File: src/hdl/bpa_pkg.sv
`timescale 1ns / 1ps
package bpa_pkg;

   localparam int NUM_PAGES          = 4096;
   localparam int MAX_RUN            = 32;
   localparam int RESERVED_TOP_PAGES = 256;
   localparam int PAGE_SHIFT         = 12;

   localparam int PAGE_W = $clog2(NUM_PAGES);
   localparam int SIZE_W = 17;
   localparam int CNT_W  = 6;
   localparam int STAT_W = 2;
   localparam int CSR_AW = 3;
   localparam int CSR_DW = 32;

   localparam int TOP_PAGE = (NUM_PAGES > RESERVED_TOP_PAGES) ?
                             (NUM_PAGES - RESERVED_TOP_PAGES) : 0;

   localparam logic [PAGE_W-1:0] FIRST_USABLE_RESET = PAGE_W'(256);

   localparam logic CMD_ALLOC = 1'b0;
   localparam logic CMD_FREE  = 1'b1;

   localparam logic [STAT_W-1:0] ST_OK       = 2'd0;
   localparam logic [STAT_W-1:0] ST_NO_RUN   = 2'd1;
   localparam logic [STAT_W-1:0] ST_NO_FRAME = 2'd2;
   localparam logic [STAT_W-1:0] ST_PRESENT  = 2'd3;

   localparam logic [CSR_AW-3:0] REG_FIRST_USABLE = '0;

   typedef struct packed {
      logic              cmd;
      logic [CNT_W-1:0]  count;
      logic [PAGE_W-1:0] page;
   } bpa_job_type;

   typedef struct packed {
      logic              present;
      logic [PAGE_W-1:0] frame;
   } bpa_entry_type;

endpackage

File: src/hdl/bpa_if.sv
`timescale 1ns / 1ps
interface bpa_req_if import bpa_pkg::*; ();
   logic              valid;
   logic              ready;
   logic              cmd;
   logic [SIZE_W-1:0] size_bytes;
   logic [PAGE_W-1:0] page_number;
   modport source (output valid, cmd, size_bytes, page_number, input ready);
   modport sink   (input valid, cmd, size_bytes, page_number, output ready);
endinterface


File: src/hdl/bpa_front.sv
`timescale 1ns / 1ps
module bpa_front import bpa_pkg::*; (
   input  logic        clock,
   input  logic        reset,
   bpa_req_if.sink     req,
   output logic        job_valid,
   output bpa_job_type job,
   input  logic        job_pop
);

   bpa_job_type slot_ff [2];
   logic        wr_ptr_ff, wr_ptr_in;
   logic        rd_ptr_ff, rd_ptr_in;
   logic [1:0]  fill_ff, fill_in;
   logic        push;
   logic        pop;
   bpa_job_type incoming;

   assign req.ready = (fill_ff != 2'd2);
   assign push      = req.valid && req.ready;
   assign pop       = job_pop && (fill_ff != 2'd0);
   assign job_valid = (fill_ff != 2'd0);
   assign job       = slot_ff[rd_ptr_ff];

   always_comb begin
      incoming.cmd   = req.cmd;
      // page count: whole pages in the size plus one
      incoming.count = CNT_W'(req.size_bytes >> PAGE_SHIFT) + CNT_W'(1);
      incoming.page  = req.page_number;
      wr_ptr_in = push ? ~wr_ptr_ff : wr_ptr_ff;
      rd_ptr_in = pop ? ~rd_ptr_ff : rd_ptr_ff;
      fill_in   = fill_ff + 2'(push) - 2'(pop);
   end

   always_ff @(posedge clock) begin
      if (reset) begin
         wr_ptr_ff <= 1'b0;
         rd_ptr_ff <= 1'b0;
         fill_ff   <= 2'd0;
      end else begin
         wr_ptr_ff <= wr_ptr_in;
         rd_ptr_ff <= rd_ptr_in;
         fill_ff   <= fill_in;
      end
   end

   always_ff @(posedge clock) begin
      if (push) begin
         slot_ff[wr_ptr_ff] <= incoming;
      end
   end

endmodule

File: src/flat_wrapper.sv
// flat-port wrapper written by rule: the top's interface ports become plain ports
module bpa_front_flat import bpa_pkg::*;
  (clock, reset, job_valid, job, job_pop, req_valid, req_cmd, req_size_bytes, req_page_number, req_ready);
  bpa_req_if req_i ();
  input  logic clock;
  input  logic reset;
  output logic job_valid;
  output bpa_job_type job;
  input  logic job_pop;
  input wire logic [$bits(req_i.valid)-1:0] req_valid;
  input wire logic [$bits(req_i.cmd)-1:0] req_cmd;
  input wire logic [$bits(req_i.size_bytes)-1:0] req_size_bytes;
  input wire logic [$bits(req_i.page_number)-1:0] req_page_number;
  output wire logic [$bits(req_i.ready)-1:0] req_ready;
  assign req_i.valid = req_valid;
  assign req_i.cmd = req_cmd;
  assign req_i.size_bytes = req_size_bytes;
  assign req_i.page_number = req_page_number;
  assign req_ready = req_i.ready;
  bpa_front u_core (.clock(clock), .reset(reset), .req(req_i), .job_valid(job_valid), .job(job), .job_pop(job_pop));
endmodule
File: config.mk
export PLATFORM = sky130hd
export DESIGN_NAME = bpa_front_flat
export DESIGN_NICKNAME = d
export VERILOG_FILES = /design/src/hdl/bpa_pkg.sv /design/src/hdl/bpa_if.sv /design/src/hdl/bpa_front.sv /design/src/flat_wrapper.sv
export SDC_FILE = /design/constraint.sdc
export NUM_CORES = 1
export LEC_CHECK = 0
export BUFFER_PORTS_ARGS = -buffer_cell sky130_fd_sc_hd__buf_2
export CORE_MARGIN = 1
export CORE_UTILIZATION = 53
export DETAILED_ROUTE_END_ITERATION = 12
export GPL_TIMING_DRIVEN = 0
export MAX_ROUTING_LAYER = met4
export PLACE_DENSITY = 0.82
export SETUP_SLACK_MARGIN = 0.1
export SKIP_LAST_GASP = 1
export SLEW_MARGIN = 40
export SYNTH_ARGS = -nofsm -noshare
export SYNTH_HDL_FRONTEND = slang
export SYNTH_SLANG_ARGS = --single-unit
File: constraint.sdc
create_clock -name clock -period 3.55 [get_ports clock]
set_input_delay 0.355 -clock clock [delete_from_list [all_inputs] [get_ports clock]]
set_output_delay 0.355 -clock clock [all_outputs]
set_load 0.05 [all_outputs]
== After elaboration in Yosys (flattened, before gate mapping) ==
Memories as Yosys holds them, arrays and structs flattened. A register that Yosys moved wholly into a read port is not among the register bits.
Cells that the tools add are included.
Word-level totals
  output and inout bits: 21
  memory bits (read-only): 0
  bits in registers: 4
  latch bits: 0
  bits in writable memories: 38
  logic and storage cells: 17
  bits of input ports: 34
  memories kept: 1
Memory list
  u_core.slot_ff: depth 2, width 19, read ports 1, clocked after Yosys merged registers in 1, wr ports 1, RTL line bpa_front.sv:11  | bpa_job_type slot_ff [2];
Cells by class
  muxes and demuxes: 4
  multiply operators: 0
  equal/unequal tests: 1
  shift-type cells: 0
  $lt $le $gt $ge: 0
  divide/modulo/power cells: 0
  bitwise operators: 2
  $add $sub $neg: 3
  reductions and logical operators: 3
Operators by type and width (number)
  adder 5 x 1 -> 6 bit, second input constant: 1
  two-way mux 1 bit: 4
  adder 2 x 1 -> 2 bit: 1
  logical AND 1 bit: 2
  != test 2 bit, second input constant: 1
  inverter 1 bit: 2
  nonzero test 2 bit: 1
  subtractor 2 x 1 -> 2 bit: 1

== Logic depth before layout (Yosys ltp) ==
  depth in word-level cells: 4
  gate-level depth with buffers: 7
  gate-level depth less buffers: 7

== Worst setup path before layout ==
No wires, ideal clock.
  path type: register -> register
  start: register u_core.fill_ff[0]
  end: memory u_core.slot_ff[0][0] (netlist bit), enable pin
  clock period less this slack: 2.146 ns
  data required time: 3.153 ns
  arrival time: 1.749 ns
  cell stages (with the launch flop): 4
  setup time: 0.397 ns
  setup slack: 1.404 ns
  buffers on the path: 0
  cell sequence: dfxtp_1 nand2b_2 and2_4 nor2b_1
Between the ends
  word-level cells in the longest chain between the ends: 4
Ends and longest elaborated chain
  start, declared: RTL line bpa_front.sv:14  | logic [1:0] fill_ff, fill_in;
  start signal, assigned: RTL line bpa_front.sv:43  | fill_ff <= fill_in;
  != test 2 bit: RTL line bpa_front.sv:19  | assign req.ready = (fill_ff != 2'd2);
  named net req_ready: RTL line flat_wrapper.sv:14  | output wire logic [$bits(req_i.ready)-1:0] req_ready;
  logical AND 1 bit: RTL line bpa_front.sv:20  | assign push = req.valid && req.ready;
  named net u_core.push: RTL line bpa_front.sv:15  | logic push;
  two-way mux 1 bit: RTL line bpa_front.sv:48  | if (push) begin
  two-way mux 1 bit (implied by the code): RTL line bpa_front.sv:49  | slot_ff[wr_ptr_ff] <= incoming;
  end, declared: RTL line bpa_front.sv:11
The timed path passes the listed nets, and every way through them passes these cells.

==> results.py <==
metrics = {
    "clocking": {
        "clock_tree.buffer_depth": 2,
        "htree_num_levels": 2,
        "post_cts_repair_setup_buffers": 0,
        "cts_hold_buffers": 0,
        "clk_transition_reported_paths_ns": 0.12,
        "post_cts_resize_count": 0,
        "tritoncts": "yes",
        "clockRootBuffer": "sky130_fd_sc_hd__clkbuf_4",
        "worst_skew_pair_later_pin_latency_ns": 0.33,
        "cts_num_sinks": 43,
        "cts_buffers": 5,
    },
    "critical_path": {
        "setup.worst_path.class": "reg2out",
        "worst_ep_required_time_ns": 3.19,
        "cp-start-kind": "register",
        "setup.worst_path.end_class": "output pin",
        "cp_max_fo": 10,
        "ff2ff_path_depth": 7,
        "path_delay_family": "buffers and inverters",
        "cp_num_buf_inv": 3,
        "worst-endpoint-arrival_ns": 1.51,
        "crit_path_max_incr_delay_ns": 0.36,
        "crit_chain": "buf_6 -> buf_12 -> mux2_4 -> buf_2",
        "number_of_cells_on_the_critical_path": 4,
        "slowest_stage": "sky130_fd_sc_hd__dfxtp_1",
    },
    "route": {
        "residual_drc_count": 0,
        "vias_per_cell": 4.926,
        "detailroute.via_count": 936,
        "average_wire_per_cell_in_the_routed_design_um": 13.53,
        "totalWireLength_um": 2571,
        "drt-initial-drc-count": 20,
        "antenna_violating_nets_post_route": 0,
        "drt_pre_antenna_iters": 4,
    },
    "yosys": {
        "synth_top_flop_cell": "sky130_fd_sc_hd__edfxtp_1",
        "yosys_top_cell_area_share": 0.6585,
        "post_synth_fa_ha_maj_area_fraction": 0.02166,
        "synthSimpleGateAreaFrac": 0.05921,
        "synth_top_family_by_area": "multiplexers",
        "synth_top_cells_by_area": "sky130_fd_sc_hd__edfxtp_1, sky130_fd_sc_hd__mux2_4, sky130_fd_sc_hd__mux2_2",
        "synth.yosys.warnings": 0,
        "syn_area_per_cell_um2": 18.05,
        "yosysSeqAreaShare": 0.7162,
        "area_fraction_in_compound_gates_after_synthesis": 0.007942,
        "yosys.area_share.xor_xnor": 0.02527,
        "netlist_instances": 96,
        "distinct_cells_synth": 23,
        "synth_edf_count": 38,
        "dominant_cell_by_count_in_the_synthesized_netlist": "sky130_fd_sc_hd__edfxtp_1",
        "yosys-top-cells-count": "sky130_fd_sc_hd__edfxtp_1, sky130_fd_sc_hd__mux2_4, sky130_fd_sc_hd__mux2_2",
        "post_synth_mux_area_share": 0.1451,
        "synthDominantAreaCellType": "sky130_fd_sc_hd__edfxtp_1",
        "syn-cell-area_um2": 1733,
        "synthArstFlopShare": 0,
        "ys_ff_latch": 43,
        "synthesis.nets": 133,
    },
    "place": {
        "placedInstanceArea_um2": 2007,
        "gp_congestion": 0.6269,
        "hpwlAfterDp_um": 1841,
        "portBuffers": 42,
    },
    "final_layout": {
        "area_growth_pct": 20.22,
        "antenna_cells": 0,
        "num-fill-cells": 233,
        "nNetsFinal": 182,
        "final_core_util": 0.6768,
        "final-seq-area_um2": 1241,
        "drive_gt1_frac": 0.5205,
        "multi_input_comb_area_um2": 457.9,
        "finalInstanceArea_um2": 2083,
    },
    "power": {
        "p_int_mw": 1.023,
        "switching_share": 0.3810,
        "power.total_mw": 1.653,
        "proportion_of_power_drawn_by_combinational_gates": 0.418,
        "leakagePower_nw": 0.8322,
        "vdd_drop_max_mv": 0.5427,
        "power.share.sequential": 0.409,
        "power_spent_charging_and_discharging_nets_mw": 0.6296,
        "power_density_of_the_placed_cells_nw_per_um2": 793.3,
        "clock_power_share": 0.174,
    },
    "sta": {
        "final_max_slew_viol_count": 0,
        "grt_setup_unrepaired": "false",
        "tns_ns": 0,
        "max_freq_ghz": 0.5358,
        "finalCriticalPeriod_ns": 1.866,
        "fin_worst_skew_ns": 0.01135,
        "timing_worst_slew_pin_value_ns": 0.5702,
        "fin_crit_sh": 0.5257,
        "slew-limit-headroom": 0.6190,
        "report.final.setup_viol": 0,
        "final_hold_viol_count": 0,
    },
    "global_route": {
        "gr-max-usage-layer": "met2",
        "gr-usage-all-layers": 0.1619,
        "global_route.usage.met3": 0.05022,
        "vias_in_the_first_global_route": 904,
        "met2_usage": 0.2937,
        "grt_antenna_before_repair": 0,
        "gr_met1_demand_resource": 0.1570,
        "grt_start_max_net_pins": 20,
        "grt_first_pass_wirelength_um": 3877,
        "overflow": 0,
    },
    "die": {
        "io_pins": 55,
        "row_count": 20,
        "start_util": 0.5630,
        "die_area_um2": 3502,
        "die_height_um": 59.18,
        "design.core.area_um2": 3078,
        "die_w_um": 59.18,
    },
    "status": {
        "status": "finished, final reports clean",
    },
    "run": {
        "cap_viol_max_count": 0,
    },
    "hold_path": {
        "min_path_type": "in2reg",
        "holdPathStages": 1,
    },
}
==> logic make-up after synthesis <==
logic type,Yosys count
flip-flops,43
multiplexers,19
AND/OR/NAND/NOR,19
XOR/XNOR,5
buffers and inverters,5
adder cells (fa/ha/maj),3
AO/OA/AOI/OAI,2
==> sequential cells by signal, indices dropped and copies added (netlist names), named ones only <==
name,flops
u_core.slot_ff,38
u_core.fill_ff,2
u_core.wr_ptr_ff,1
u_core.rd_ptr_ff,1
==> area by class of cell <==
cell class,count,area share
Multi-Input combinational cell,48,0.2198
Clock inverter,3,0.01862
Timing Repair Buffer,42,0.1009
Buffer,2,0.01502
Clock buffer,5,0.01802
Sequential cell,43,0.5958
Inverter,3,0.005405
Tap cell,44,0.02643
==> cell usage in the layout, fill, tap and decap left out, types with 2 or more instances in the layout <==
| cell | count |
|---|---|
| sky130_fd_sc_hd__mux2_2 | 9 |
| sky130_fd_sc_hd__xor2_1 | 2 |
| sky130_fd_sc_hd__ha_1 | 3 |
| sky130_fd_sc_hd__clkbuf_4 | 5 |
| sky130_fd_sc_hd__xnor2_1 | 3 |
| sky130_fd_sc_hd__mux2_4 | 10 |
| sky130_fd_sc_hd__edfxtp_1 | 38 |
| sky130_fd_sc_hd__buf_2 | 42 |
| sky130_fd_sc_hd__nand3_1 | 4 |
| sky130_fd_sc_hd__dfxtp_1 | 5 |
| sky130_fd_sc_hd__nor2_1 | 5 |
| sky130_fd_sc_hd__inv_1 | 3 |
==> stage by stage <==
step,hold slack (ns),cells,setup WS [ns]
global route,0.1804,190,1.613
floorplan,0.4266,96,1.404
finish,0.2034,190,1.684
global placement,0.4752,182,1.220
detailed placement,0.5042,182,1.925
CTS,0.1922,190,1.653
==> routing by layer <==
layer | part of all wire | vias up | routed length (µm)
li1 | - | 456 | -
met1 | 0.38 | 446 | 977
met2 | 0.55 | 28 | 1416
met3 | 0.048 | 6 | 124
met4 | 0.020 | 0 | 51
met5 | 0 | - | 0
==> worst paths after layout <==
| path | slack, ns | startpoint | end |
|---|---|---|---|
| max reg2reg | 1.95 | u_core.fill_ff[1] | u_core.fill_ff[1] |
| max | 1.68 | register | job[9] |
| min | 0.20 | req_page_number[4] | u_core.slot_ff[0][4] |
| min reg2reg | 0.53 | u_core.rd_ptr_ff | u_core.rd_ptr_ff |
==> power groups by stage <==
stage	clock network, mW	logic [mW]	registers [mW]
2_1_floorplan	0	0.574	0.677
3_3_place_gp	0	0.681	0.680
3_5_place_dp	0	0.700	0.687
4_1_cts	0.293	0.702	0.676
5_1_grt	0.308	0.732	0.683
6_report	0.287	0.691	0.675
Power figures use the tool's default switching activity.
